<file path="src/rtl/core/bfsmf_pkg.sv">
`default_nettype none

package bfsmf_pkg;

   localparam int CAP_W  = 31;
   localparam int FLOW_W = 40;

   localparam logic [CAP_W-1:0]  BIG_CAP  = 31'h7FFF_FFFF;
   localparam logic [FLOW_W-1:0] FLOW_MAX = 40'hFF_FFFF_FFFF;

   localparam logic [1:0] STATUS_STORED = 2'd0;
   localparam logic [1:0] STATUS_FLOW   = 2'd1;
   localparam logic [1:0] STATUS_FULL   = 2'd2;

   // sequencer steps, one-hot
   typedef enum logic [22:0] {
      ST_INIT_CLR  = 23'd1 << 0,
      ST_IDLE      = 23'd1 << 1,
      ST_ADD_RD    = 23'd1 << 2,
      ST_ADD_WR0   = 23'd1 << 3,
      ST_ADD_WR1   = 23'd1 << 4,
      ST_SRCH_CLR  = 23'd1 << 5,
      ST_SRCH_SEED = 23'd1 << 6,
      ST_POP       = 23'd1 << 7,
      ST_POP_RD    = 23'd1 << 8,
      ST_EDGE_HEAD = 23'd1 << 9,
      ST_EDGE_CHK  = 23'd1 << 10,
      ST_EDGE_RD   = 23'd1 << 11,
      ST_EDGE_VIS  = 23'd1 << 12,
      ST_SRCH_END  = 23'd1 << 13,
      ST_AUG1_CHK  = 23'd1 << 14,
      ST_AUG1_P    = 23'd1 << 15,
      ST_AUG1_C    = 23'd1 << 16,
      ST_AUG2_CHK  = 23'd1 << 17,
      ST_AUG2_P    = 23'd1 << 18,
      ST_AUG2_W0   = 23'd1 << 19,
      ST_AUG2_W1   = 23'd1 << 20,
      ST_ADD_TOTAL = 23'd1 << 21,
      ST_FINISH    = 23'd1 << 22
   } state_type;

   typedef struct packed {
      state_type op;
      logic      accept;
   } dp_cmd_type;

   typedef struct packed {
      logic clr_last;
      logic store_full;
      logic pop_done;
      logic k_end;
      logic path_ok;
      logic at_end;
      logic par_bad;
      logic bn_zero;
      logic rsp_busy;
   } dp_status_type;

endpackage

`default_nettype wire

</file>
<file path="src/rtl/core/bfsmf_ctrl.sv">
`default_nettype none

module bfsmf_ctrl (
   input  wire                      clock,
   input  wire                      reset,
   input  wire                      req_valid,
   input  wire                      req_cmd,
   output logic                     req_ready,
   input  bfsmf_pkg::dp_status_type dp_status,
   output bfsmf_pkg::dp_cmd_type    dp_cmd
);

   bfsmf_pkg::state_type state_ff, state_in;

   assign req_ready     = (state_ff == bfsmf_pkg::ST_IDLE);
   assign dp_cmd.op     = state_ff;
   assign dp_cmd.accept = req_ready && req_valid;

   always_comb begin
      state_in = state_ff;
      case (state_ff)
         bfsmf_pkg::ST_INIT_CLR: begin
            if (dp_status.clr_last) state_in = bfsmf_pkg::ST_IDLE;
         end
         bfsmf_pkg::ST_IDLE: begin
            if (req_valid) begin
               if (req_cmd) state_in = bfsmf_pkg::ST_SRCH_CLR;
               else if (dp_status.store_full) state_in = bfsmf_pkg::ST_FINISH;
               else state_in = bfsmf_pkg::ST_ADD_RD;
            end
         end
         bfsmf_pkg::ST_ADD_RD:    state_in = bfsmf_pkg::ST_ADD_WR0;
         bfsmf_pkg::ST_ADD_WR0:   state_in = bfsmf_pkg::ST_ADD_WR1;
         bfsmf_pkg::ST_ADD_WR1:   state_in = bfsmf_pkg::ST_FINISH;
         bfsmf_pkg::ST_SRCH_CLR: begin
            if (dp_status.clr_last) state_in = bfsmf_pkg::ST_SRCH_SEED;
         end
         bfsmf_pkg::ST_SRCH_SEED: state_in = bfsmf_pkg::ST_POP;
         bfsmf_pkg::ST_POP: begin
            state_in = dp_status.pop_done ? bfsmf_pkg::ST_SRCH_END : bfsmf_pkg::ST_POP_RD;
         end
         bfsmf_pkg::ST_POP_RD:    state_in = bfsmf_pkg::ST_EDGE_HEAD;
         bfsmf_pkg::ST_EDGE_HEAD: state_in = bfsmf_pkg::ST_EDGE_CHK;
         bfsmf_pkg::ST_EDGE_CHK: begin
            state_in = dp_status.k_end ? bfsmf_pkg::ST_POP : bfsmf_pkg::ST_EDGE_RD;
         end
         bfsmf_pkg::ST_EDGE_RD:   state_in = bfsmf_pkg::ST_EDGE_VIS;
         bfsmf_pkg::ST_EDGE_VIS:  state_in = bfsmf_pkg::ST_EDGE_CHK;
         bfsmf_pkg::ST_SRCH_END: begin
            state_in = dp_status.path_ok ? bfsmf_pkg::ST_AUG1_CHK : bfsmf_pkg::ST_FINISH;
         end
         bfsmf_pkg::ST_AUG1_CHK: begin
            state_in = dp_status.at_end ? bfsmf_pkg::ST_AUG2_CHK : bfsmf_pkg::ST_AUG1_P;
         end
         bfsmf_pkg::ST_AUG1_P: begin
            state_in = dp_status.par_bad ? bfsmf_pkg::ST_FINISH : bfsmf_pkg::ST_AUG1_C;
         end
         bfsmf_pkg::ST_AUG1_C:    state_in = bfsmf_pkg::ST_AUG1_CHK;
         bfsmf_pkg::ST_AUG2_CHK: begin
            state_in = dp_status.at_end ? bfsmf_pkg::ST_ADD_TOTAL : bfsmf_pkg::ST_AUG2_P;
         end
         bfsmf_pkg::ST_AUG2_P:    state_in = bfsmf_pkg::ST_AUG2_W0;
         bfsmf_pkg::ST_AUG2_W0:   state_in = bfsmf_pkg::ST_AUG2_W1;
         bfsmf_pkg::ST_AUG2_W1:   state_in = bfsmf_pkg::ST_AUG2_CHK;
         bfsmf_pkg::ST_ADD_TOTAL: begin
            state_in = dp_status.bn_zero ? bfsmf_pkg::ST_FINISH : bfsmf_pkg::ST_SRCH_CLR;
         end
         bfsmf_pkg::ST_FINISH: begin
            if (!dp_status.rsp_busy) state_in = bfsmf_pkg::ST_IDLE;
         end
         default: state_in = bfsmf_pkg::ST_INIT_CLR;
      endcase
   end

   always_ff @(posedge clock) begin
      if (reset) state_ff <= bfsmf_pkg::ST_INIT_CLR;
      else state_ff <= state_in;
   end

endmodule

`default_nettype wire

</file>
<file path="config.mk">
export PLATFORM = sky130hd
export DESIGN_NAME = bfsmf_ctrl
export DESIGN_NICKNAME = d
export VERILOG_FILES = /design/src/rtl/core/bfsmf_pkg.sv /design/src/rtl/core/bfsmf_ctrl.sv
export SDC_FILE = /design/constraint.sdc
export NUM_CORES = 1
export LEC_CHECK = 0
export BUFFER_PORTS_ARGS = -buffer_cell sky130_fd_sc_hd__buf_4
export CORE_UTILIZATION = 46
export CTS_CLUSTER_DIAMETER = 60
export DETAILED_ROUTE_END_ITERATION = 10
export GPL_ROUTABILITY_DRIVEN = 0
export HOLD_SLACK_MARGIN = 0.02
export PLACE_DENSITY = 0.72
export SLEW_MARGIN = 30
export SYNTH_ARGS = -nofsm -noshare
export SYNTH_HDL_FRONTEND = slang
export SYNTH_SLANG_ARGS = --single-unit
</file>
<file path="constraint.sdc">
create_clock -name clock -period 2.54 [get_ports clock]
set_input_delay 0.508 -clock clock [delete_from_list [all_inputs] [get_ports clock]]
set_output_delay 0.508 -clock clock [all_outputs]
set_load 0.02 [all_outputs]
</file>
# [After elaboration in Yosys (flattened, before gate mapping)]
# Cells that the tools add are included.
[totals] ff_bits=23 latch_bits=0 ramBits=0 romBits=0 inputBits=13 elab_cells=45 memories=0
[op_classes] add_sub_neg=0 n_mul=0 div=0 n_lt_le_gt_ge=0 n_eq_ne=27 shift=0 mux=14 bitwise=0 reduce_logical=3
[op_table] op="one-hot mux 23 bit (22 select lines)" n=1
[op_table] op="two-way mux 23 bit" n=9
[op_table] op="equality test 23 x 1 -> 1 bit (second input constant)" n=1
[op_table] op="equality test 23 x 10 -> 1 bit (second input constant)" n=1
[op_table] op="equality test 23 x 11 -> 1 bit (second input constant)" n=1
[op_table] op="equality test 23 x 12 -> 1 bit (second input constant)" n=1
[op_table] op="equality test 23 x 13 -> 1 bit (second input constant)" n=1
[op_table] op="equality test 23 x 14 -> 1 bit (second input constant)" n=1
[op_table] op="equality test 23 x 15 -> 1 bit (second input constant)" n=1
[op_table] op="equality test 23 x 16 -> 1 bit (second input constant)" n=1
[op_table] op="equality test 23 x 17 -> 1 bit (second input constant)" n=1
[op_table] op="equality test 23 x 18 -> 1 bit (second input constant)" n=1
[op_table] op="equality test 23 x 19 -> 1 bit (second input constant)" n=1
[op_table] op="equality test 23 x 2 -> 1 bit (second input constant)" n=1
[op_table] op="equality test 23 x 20 -> 1 bit (second input constant)" n=1
[op_table] op="equality test 23 x 21 -> 1 bit (second input constant)" n=1
[op_table] op="equality test 23 x 22 -> 1 bit (second input constant)" n=1
[op_table] op="equality test 23 bit (second input constant)" n=1
[op_table] op="equality test 23 x 3 -> 1 bit (second input constant)" n=1
[op_table] op="equality test 23 x 4 -> 1 bit (second input constant)" n=1
[op_table] op="equality test 23 x 5 -> 1 bit (second input constant)" n=1
[op_table] op="equality test 23 x 6 -> 1 bit (second input constant)" n=1
[op_table] op="equality test 23 x 7 -> 1 bit (second input constant)" n=1
[op_table] op="equality test 23 x 8 -> 1 bit (second input constant)" n=1
[op_table] op="other kinds (9)" n=12

# [Depth between registers and ports, before layout]
# Gate-level depths: netlist (run 1).
[logic_depth] word_depth=4 mapped_depth=8

# [Worst setup path after synthesis (run 1)]
# OpenSTA, ideal clock, no wires.
[synth_timing] path_kind="reg2out" from="register state_ff[4]" to="output dp_cmd[0] (netlist bit)" arrival_time_ns=2.280 required_time_ns=2.032 setup_slack_ns=-0.248 stages_incl_launch_ff=7 n_path_buf=0 path_cell_list="dfxtp_1 > or4_4 > nor4b_4 > nand2_1 > or2_4 > inv_1 > and2_2"
[synth_rtl] item="start: declaration" line_no="bfsmf_ctrl.sv:13" rtl="bfsmf_pkg::state_type state_ff, state_in;"
[synth_rtl] item="start signal: assignment" line_no="bfsmf_ctrl.sv:76" rtl="if (reset) state_ff <= bfsmf_pkg::ST_INIT_CLR;"
[synth_rtl] item="start signal: assignment" line_no="bfsmf_ctrl.sv:77" rtl="else state_ff <= state_in;"
[synth_rtl] item="end: declaration" line_no="bfsmf_ctrl.sv:10" rtl="output bfsmf_pkg::dp_cmd_type dp_cmd"

==> results of run 1 <==
## through the flow
stage          setup TNS (ns)  total power, W  utilization (%)  hold WS, ns
2_1_floorplan               0        0.000664                -        0.579
3_3_place_gp                0        0.000816             66.4        0.531
3_5_place_dp                0        0.000820             66.4        0.545
4_1_cts                -0.244         0.00100             69.1        0.350
5_1_grt                -0.448         0.00111             72.4        0.342
6_report               -0.319         0.00105             72.4        0.352
## Yosys cell counts (all sizes together), types with 2 or more instances
library cell and number:
dfxtp 23, nor2 14, nor3 12, o21ai 10, nand2 8, nor4 7
or4 7, nand3 6, or4b 6, nand4 5, nor4b 5, inv 4
nand2b 4, xnor2 4, clkbuf 3, nor3b 3, xor2 3, a21oi 2
a32oi 2, and3 2, o21a 2, o22a 2, o22ai 2, or3b 2
## worst paths after layout
kind / from / end / cells after the start
max: state_ff[8]$_SDFFE_PP0P_ / dp_cmd[0] / 7
min: dp_status[3] / state_ff[18]$_SDFFE_PP0P_ / 2
max reg2reg: state_ff[8]$_SDFFE_PP0P_ / state_ff[14]$_SDFFE_PP0P_ / 9
min reg2reg: state_ff[11]$_SDFFE_PP0P_ / state_ff[12]$_SDFFE_PP0P_ / 2
## layout make-up
class	instances	area, um2
inverters	4	17.5
well taps	31	38.8
repair buffers	71	541
fillers	224	767
clock buffers	3	22.5
multi-input cells	122	918
flip-flops and latches	23	472
clock inverters	1	5.00
## cells by family (layout without fill, tap and decap cells)
kind of cell | count (synthesis) | in the layout | synth area share (%)
compound gates | 27 | 27 | 14.1
xor+xnor | 7 | 7 | 4.50
buf+inv | 8 | 79 | 2.76
flops | 23 | 23 | 33.8
mux | 1 | 1 | 0.735
simple gates | 87 | 87 | 44.1
## layer usage
layer	vias to the layer above	GRT usage, %
met1	733	35.4
met2	73	46.6
met4	0	5.57
met5	-	0
met3	4	2.53
li1	736	-
## cell usage in the layout, fill, tap and decap left out, drive strengths merged, types with 2 or more instances in the layout
cell type and instances:
or4b 6, o21a 2, clkbuf 3, a32oi 2
o22ai 2, nor4b 5, nor3 12, dfxtp 23
o22a 2, xnor2 4, nor4 7, nor2 14
nor3b 3, nand3 6, buf 71, nand4 5
nand2 8, xor2 3, and3 2, nand2b 4
or4 7, or3b 2, o21ai 10, a21oi 2
inv 4
## power groups by stage
stage	Sequential (W)	Combinational [W]	Clock (W)
2_1_floorplan	0.000421	0.000243	0
3_3_place_gp	0.000396	0.000420	0
3_5_place_dp	0.000396	0.000424	0
4_1_cts	0.000387	0.000436	0.000178
5_1_grt	0.000389	0.000528	0.000191
6_report	0.000386	0.000490	0.000179
## repair_timing
action | in CTS | in global routing
gates cloned | 0 | 0
gates resized for setup | 3 | 9
setup buffers | 5 | 6
endpoints found under the setup margin | 2 | 13
pin swaps | 5 | 3
==> run metrics, run 1 <==
status complete, but fails checks; failing checks negative setup slack; CP bufs+invs 2; Yosys cell types 45; Mapped Cells between 150 and 200; ant diodes 0; skew final between 0.01 and 0.015 ns; post-synth top area share between 30 and 40%; worst setup margin -0.182 ns; Post-synth EDFFs 0; Critical Path Max Stage Delay about 0.56 ns; placed instance count between 200 and 250; CTS Sinks 23; CTS Buf Count 3; layout cells sized above 1 49.1%; Post-synth ARST share 0%; DRT Pass-1 Iters 4; Syn. warnings 0; Final period util 107%; DP HPWL just over 3000 um; syn_nets about 170; WL met3 228 um; Tmin final about 2.7 ns; top_reg_cell synth dfxtp_1; internal power 0.000657 W; critical path peak fanout 5; max reg flops 23; first-pass GRT wire length between 6000 and 7000 um; fin. max-slew vios 0; Reg power frac between 30% and 40%; NetSw slightly below 0.0004 W; sequential area share after synthesis between 30% and 40%; CTS Hold Bufs 0; CP arrival roughly 2.2 ns; Leak roughly 0.85 nW; area grow syn2layout 48.0%; Highest Clock Rate between 0.3 and 0.4 GHz; Worst-Skew Late Latency around 0.32 ns; Root Driver clkbuf_4; io pins 38; Wirelength per Cell ~16 um; Synth area leaders dfxtp_1, or4b_2, nor2_1; Slew @ Worst Pin roughly 0.65 ns; maximum VDD drop 0.440 mV; final-report setup violation count 2; power per cell area around 520 nW/um2; vias in the first global route about 1400; metal2 WL roughly 2000 um; critical path type reg2out; critical path startpoint category register; Largest regs state_ff: 23 flops; synthesized flop and latch total 23; Top Family by Delay on Critical Path simple AND/OR/NAND/NOR gates; worst endpoint required time just over 2 ns; RSZ-0062 raised after global routing true; full die area around 3200 um2; post-route ant nets 0; CTS tree built; placed cell area roughly 1800 um2; Hold Violations, Final 0; M1 WL between 1500 and 2000 um; die height 56.4 um; cell taking the most area after synthesis dfxtp_1; largest net degree at the start of global routing 14; min-delay worst type in2reg; chip width ~56 um; clk slew on worst S/H paths ~0.14 ns; antenna violations before repair 0; Final nets ~240; drt total wl ~4000 um; Slew headroom between 50% and 60%; mapped cell area about 1400 um2; switching share of power between 30% and 40%; Crit. End Element output pin; slowest CP cell or4_4; r2r setup slk ~0.050 ns; worst path cell trace or4_4 > nor4b_4 > nand2_2 > or2_4 > inv_4 > and2_4 > buf_6; DP Worst Slack roughly 0.031 ns; via count 1546; Final Cell Area ~2000 um2; routed vias/inst between 6 and 7; Comb pwr share 46.4%; clock share of power 17.0%; total track usage 26.6%; IO buf count 37; Finished Layout Cells roughly 260; First DRT Iteration DRCs between 80 and 90; CORE AREA approximately 2800 um2; Congestion Overflow GR 0; Largest Register state_ff; row count 19; Initial Util 48.9%; clock tree buffer depth 2; number of max-cap violations 0; Max H-tree Level 1; Syn Area/Cell 8.90 um2; Top Layer Used met4; number of remaining DRC errors 0
Power figures use the tool's default switching activity.
==> run 2: changes to the inputs <==
--- a/config.mk
+++ b/config.mk
@@ -11,7 +11,8 @@
 export DETAILED_ROUTE_END_ITERATION = 10
 export GPL_ROUTABILITY_DRIVEN = 0
 export HOLD_SLACK_MARGIN = 0.02
-export PLACE_DENSITY = 0.72
+export PLACE_DENSITY_LB_ADDON = 0.05
+export SKIP_CTS_REPAIR_TIMING = 1
 export SLEW_MARGIN = 30
 export SYNTH_ARGS = -nofsm -noshare
 export SYNTH_HDL_FRONTEND = slang
==> run metrics, run 2 (synthesis gave the netlist of run 1 again) <==
Crit. End Element output pin; most frequent cells in the layout buf_4, dfxtp_1, nor2_1, o21ai_0, nor3_1; IO buf count 37 (unchanged); via count 1479 (-4.3%); total track usage 23.4% (-3.1 points); Reg power frac 40.1% (+3.5 points); max reg flops 23 (unchanged); post-route ant nets 0 (unchanged); number of max-cap violations 0 (unchanged); maximum VDD drop 0.338 mV (-23%); failing checks negative setup slack; Reg2Reg Capture Point state_ff[5]$_SDFFE_PP0P_; layout cells sized above 1 46.3% (-2.8 points); hold path startpoint dp_status[5]; Root Driver clkbuf_4; CORE AREA 2780 um2 (unchanged); R2R Path Start state_ff[0]$_SDFFE_PP1P_; routed vias/inst 6.04 (-0.43%); register area 469 um2 (-0.53%); First DRT Iteration DRCs 70 (-21%); power per cell area 522 nW/um2 (-0.36%); Final nets 228 (-4.2%); worst endpoint required time 2.03 ns (about the same); CTS Sinks 23 (unchanged); r2r setup slk 0.14 ns (+0.09 ns); RSZ-0062 raised after global routing true; CTS tree built; row count 19 (unchanged); vias in the first global route 1289 (-10%); DRT Pass-1 Iters 5 (+1); Comb pwr share 42.4% (-4.0 points); worst setup margin -0.170 ns (+0.0119 ns); critical path type reg2out; final-report setup violation count 2 (unchanged); Highest Clock Rate 0.369 GHz (+0.44%); most common cell after layout, fill and taps aside buf_4; CP arrival 2.20 ns (about the same); Tmin final 2.71 ns (-0.0119 ns); worst-case reg-to-reg path depth 7 (-2); Leak 0.792 nW (-6.4%); fill count 248 (+11%); Max H-tree Level 1 (unchanged); largest net degree at the start of global routing 14 (unchanged); fin. max-slew vios 0 (unchanged); area taken by multi-input logic gates 893 um2 (-2.7%); Congestion Overflow GR 0 (unchanged); Slew headroom 58.1% (+2.0 points); Power Total 0.000998 W (-5.4%); NetSw 0.000377 W (-5.1%); CTS Buf Count 3 (unchanged); DP Worst Slack 0.102 ns (+0.0706 ns); ant diodes 0 (unchanged); status complete, but fails checks; Final period util 107% (-0.47 points); critical path startpoint category register; Worst Hold Path EP state_ff[11]$_SDFFE_PP0P_; chip width 56.4 um (unchanged); min-delay worst type in2reg; skew final 0.00716 ns (-0.00398 ns); Largest regs state_ff: 23 flops; Slew @ Worst Pin 0.623 ns (-0.0292 ns); clock share of power 17.5% (+0.5 points); Largest Register state_ff; DP HPWL 2810 um (-7.0%); critical path peak fanout 6 (+1); clk slew on worst S/H paths 0.13 ns (about the same); number of remaining DRC errors 0 (unchanged); WHS Path Cells 2 (unchanged); Hold Violations, Final 0 (unchanged); drt total wl 3730 um (-7.8%); antenna violations before repair 0 (unchanged); clock tree buffer depth 2 (unchanged); Wirelength per Cell 15.2 um (-4.0%); first-pass GRT wire length 5820 um (-14%); switching share of power 37.8% (+0.11 points); area grow syn2layout 40.4%; Worst-Skew Late Latency 0.32 ns (about the same); io pins 38 (unchanged); Initial Util 48.9% (unchanged); die height 56.4 um (unchanged); full die area 3180 um2 (unchanged); internal power 0.000620 W (-5.6%)
[run 2: cell type report]
cell class | count | share of cell area (%)
Tap cell | 31 | 2.03
Timing Repair Buffer | 61 | 24.3
Multi-Input combinational cell | 122 | 46.7
Clock inverter | 1 | 0.262
Sequential cell | 23 | 24.5
Clock buffer | 3 | 1.18
Inverter | 4 | 0.916
[run 2: critical path, cell delays in order (launching register included)]
cell and delay, ns:
dfxtp_1 0.33, or4_1 0.67, nor2_4 0.23, nand2_2 0.08, or2_4 0.28, inv_4 0.06, and2_4 0.13, buf_6 0.11
[run 2: power groups by stage]
stage | sequential, W | combinational (W) | clock (W)
after floorplan | 0.000421 | 0.000243 | 0
after global placement | 0.000406 | 0.000397 | 0
after detailed placement | 0.000408 | 0.000397 | 0
after CTS | 0.000400 | 0.000398 | 0.000180
after global routing | 0.000403 | 0.000455 | 0.000194
final | 0.000400 | 0.000423 | 0.000175
[run 2: metrics by stage]
step	setup TNS [ns]	cells	util, %	instance area, um2	hold WS, ns
finish	-0.297	245	68.7	1910	0.346
floorplan	0	153	-	1380	0.579
CTS	-0.264	242	66.8	1860	0.335
detailed placement	0	238	65.9	1830	0.533
global placement	0	238	65.9	1830	0.529
global route	-0.496	245	68.7	1910	0.329
[run 2: worst max-delay path by stage]
stage / from / end / slack, ns / cells after the start
2_1_floorplan: state_ff[9]$_SDFFE_PP0P_ / dp_cmd[0] / 0.02 / 6
3_3_place_gp: state_ff[9]$_SDFFE_PP0P_ / state_ff[20]$_SDFFE_PP0P_ / 0.16 / 7
3_5_place_dp: state_ff[9]$_SDFFE_PP0P_ / state_ff[20]$_SDFFE_PP0P_ / 0.10 / 7
4_1_cts: state_ff[17]$_SDFFE_PP0P_ / dp_cmd[0] / -0.20 / 7
5_1_grt: state_ff[4]$_SDFFE_PP0P_ / dp_cmd[0] / -0.25 / 7
6_report: state_ff[17]$_SDFFE_PP0P_ / dp_cmd[0] / -0.17 / 7
[run 2: metal layers]
metal / GRT usage [%] / wire length [um]
met5: 0 / 0
met2: 36.6 / 1720
met4: 10.8 / 83
met3: 3.46 / 230
met1: 31.8 / 1700
==> run 3: changes to the inputs <==
--- a/config.mk
+++ b/config.mk
@@ -10,6 +10,7 @@
 export CTS_CLUSTER_DIAMETER = 60
 export DETAILED_ROUTE_END_ITERATION = 10
 export GPL_ROUTABILITY_DRIVEN = 0
+export GPL_TIMING_DRIVEN = 0
 export HOLD_SLACK_MARGIN = 0.02
 export PLACE_DENSITY_LB_ADDON = 0.05
 export SKIP_CTS_REPAIR_TIMING = 1
==> run metrics, run 3 (synthesis gave the netlist of run 1 again) <==
status complete, but fails checks; failing checks negative setup slack; CTS Buf Count 3 (unchanged); Leak 0.755 nW (-4.7%); Highest Clock Rate 0.335 GHz (-9.2%); vias in the first global route 1129 (-12%); First DRT Iteration DRCs 65 (-7.1%); critical path startpoint category register; CORE AREA 2780 um2 (unchanged); most common cell after layout, fill and taps aside buf_4; first-pass GRT wire length 5490 um (-5.6%); fin. max-slew vios 0 (unchanged); max reg flops 23 (unchanged); DP HPWL 2570 um (-8.5%); Congestion Overflow GR 0 (unchanged); CP arrival 2.48 ns (+0.28 ns); drt total wl 3790 um (+1.6%); Initial Util 48.9% (unchanged); Slew headroom 58.1% (about the same); DP Worst Slack -0.149 ns (-0.251 ns); Power Total 0.00107 W (+7.5%); slowest CP cell or4_4; routed vias/inst 5.95 (-1.5%); chip width 56.4 um (unchanged); Root Driver clkbuf_4; Largest Register state_ff; layout cells sized above 1 44.5% (-1.8 points); full die area 3180 um2 (unchanged); skew final 0.00461 ns (-0.00256 ns); via count 1427 (-3.5%); clock tree buffer depth 2 (unchanged); largest net degree at the start of global routing 13 (-1); number of remaining DRC errors 0 (unchanged); CTS Sinks 23 (unchanged); number of max-cap violations 0 (unchanged); fill count 229 (-7.7%); most frequent cells in the layout buf_4, dfxtp_1, nor2_1, o21ai_0, nor3_1; Max H-tree Level 1 (unchanged); Hold Violations, Final 0 (unchanged); IO buf count 37 (unchanged); die height 56.4 um (unchanged); Largest regs state_ff: 23 flops; power per cell area 562 nW/um2 (+7.7%); row count 19 (unchanged); critical path type reg2out; DRT Pass-1 Iters 4 (-1); critical path peak fanout 6 (unchanged); worst endpoint required time 2.03 ns (about the same); worst setup margin -0.444 ns (-0.274 ns); ant diodes 0 (unchanged); maximum VDD drop 0.397 mV (+17%); Final nets 223 (-2.2%); final hold slack 0.345 ns (-0.00153 ns); clk slew on worst S/H paths 0.12 ns (about the same); Wirelength per Cell 15.8 um (+3.7%); Final period util 117% (+11 points); CTS tree built; area grow syn2layout 40.1%; Crit. End Element output pin; total track usage 22.3% (-1.1 points); io pins 38 (unchanged); RSZ-0062 raised after global routing true; min-delay worst type in2reg; worst path cell trace or4_4 > nor4b_4 > nand2_2 > or2_4 > inv_4 > and2_4 > buf_6; Slew @ Worst Pin 0.629 ns (+0.00522 ns); Critical Path Max Stage Delay 0.57 ns (-0.10 ns); post-route ant nets 0 (unchanged); Worst-Skew Late Latency 0.32 ns (about the same); final design utilization 68.6% (-0.18 points); antenna violations before repair 0 (unchanged); Tmin final 2.98 ns (+0.274 ns); final-report setup violation count 3 (+1)
==> run 3: cell types whose count changed in the layout (fill, tap and decap cells not counted), sizes merged <==
cell	change
buf	-8
clkbuf	+4
clkinv	-1
==> run 3: routing by layer <==
layer  GRT usage, %  wire (um)
met5              0          0
met4           4.18         28
met3           5.30        188
met2           35.2       1840
met1           31.2       1740
==> run 3: stage by stage <==
step	instance area, um2	setup TNS (ns)	std cells
finish	1910	-0.898	240
global route	1910	-1.05	240
CTS	1720	-0.935	225
detailed placement	1700	-0.164	221
global placement	1700	-0.120	221
floorplan	1380	0	153
==> run 3: cell type report <==
type | instances | area, um2 | share of cell area [%]
inverter | 4 | 17.5 | 0.919
tap | 31 | 38.8 | 2.03
sequential | 23 | 472 | 24.7
buffer | 4 | 22.5 | 1.18
timing repair buffer | 52 | 399 | 20.9
clock buffer | 4 | 26.3 | 1.38
multi-input combinational | 122 | 931 | 48.8
==> run 3: power breakdown <==
| group | leakage, nW | internal [W] | switching [W] |
|---|---|---|---|
| clock network | 0.0150 | 0.0000615 | 0.000110 |
| logic | 0.551 | 0.000234 | 0.000266 |
| registers | 0.189 | 0.000375 | 0.0000250 |
| total | 0.755 | 0.000670 | 0.000402 |
==> run 3: path summary, 6_finish.rpt <==
kind                            startpoint                   endpoint  slack [ns]  cells after the start
setup reg to reg  state_ff[6]$_SDFFE_PP0P_   state_ff[5]$_SDFFE_PP0P_       -0.05                      8
hold reg to reg   state_ff[8]$_SDFFE_PP0P_  state_ff[10]$_SDFFE_PP0P_        0.56                      2
setup / recovery  state_ff[6]$_SDFFE_PP0P_                  dp_cmd[0]       -0.44                      7
hold / removal                dp_status[5]  state_ff[11]$_SDFFE_PP0P_        0.34                      2
==> run 3: worst max-delay path: cells and delay by family, from the launching register on <==
family	cells	cell delay (ns)
buf+inv	2	0.17
flops	1	0.39
simple gates	5	1.60
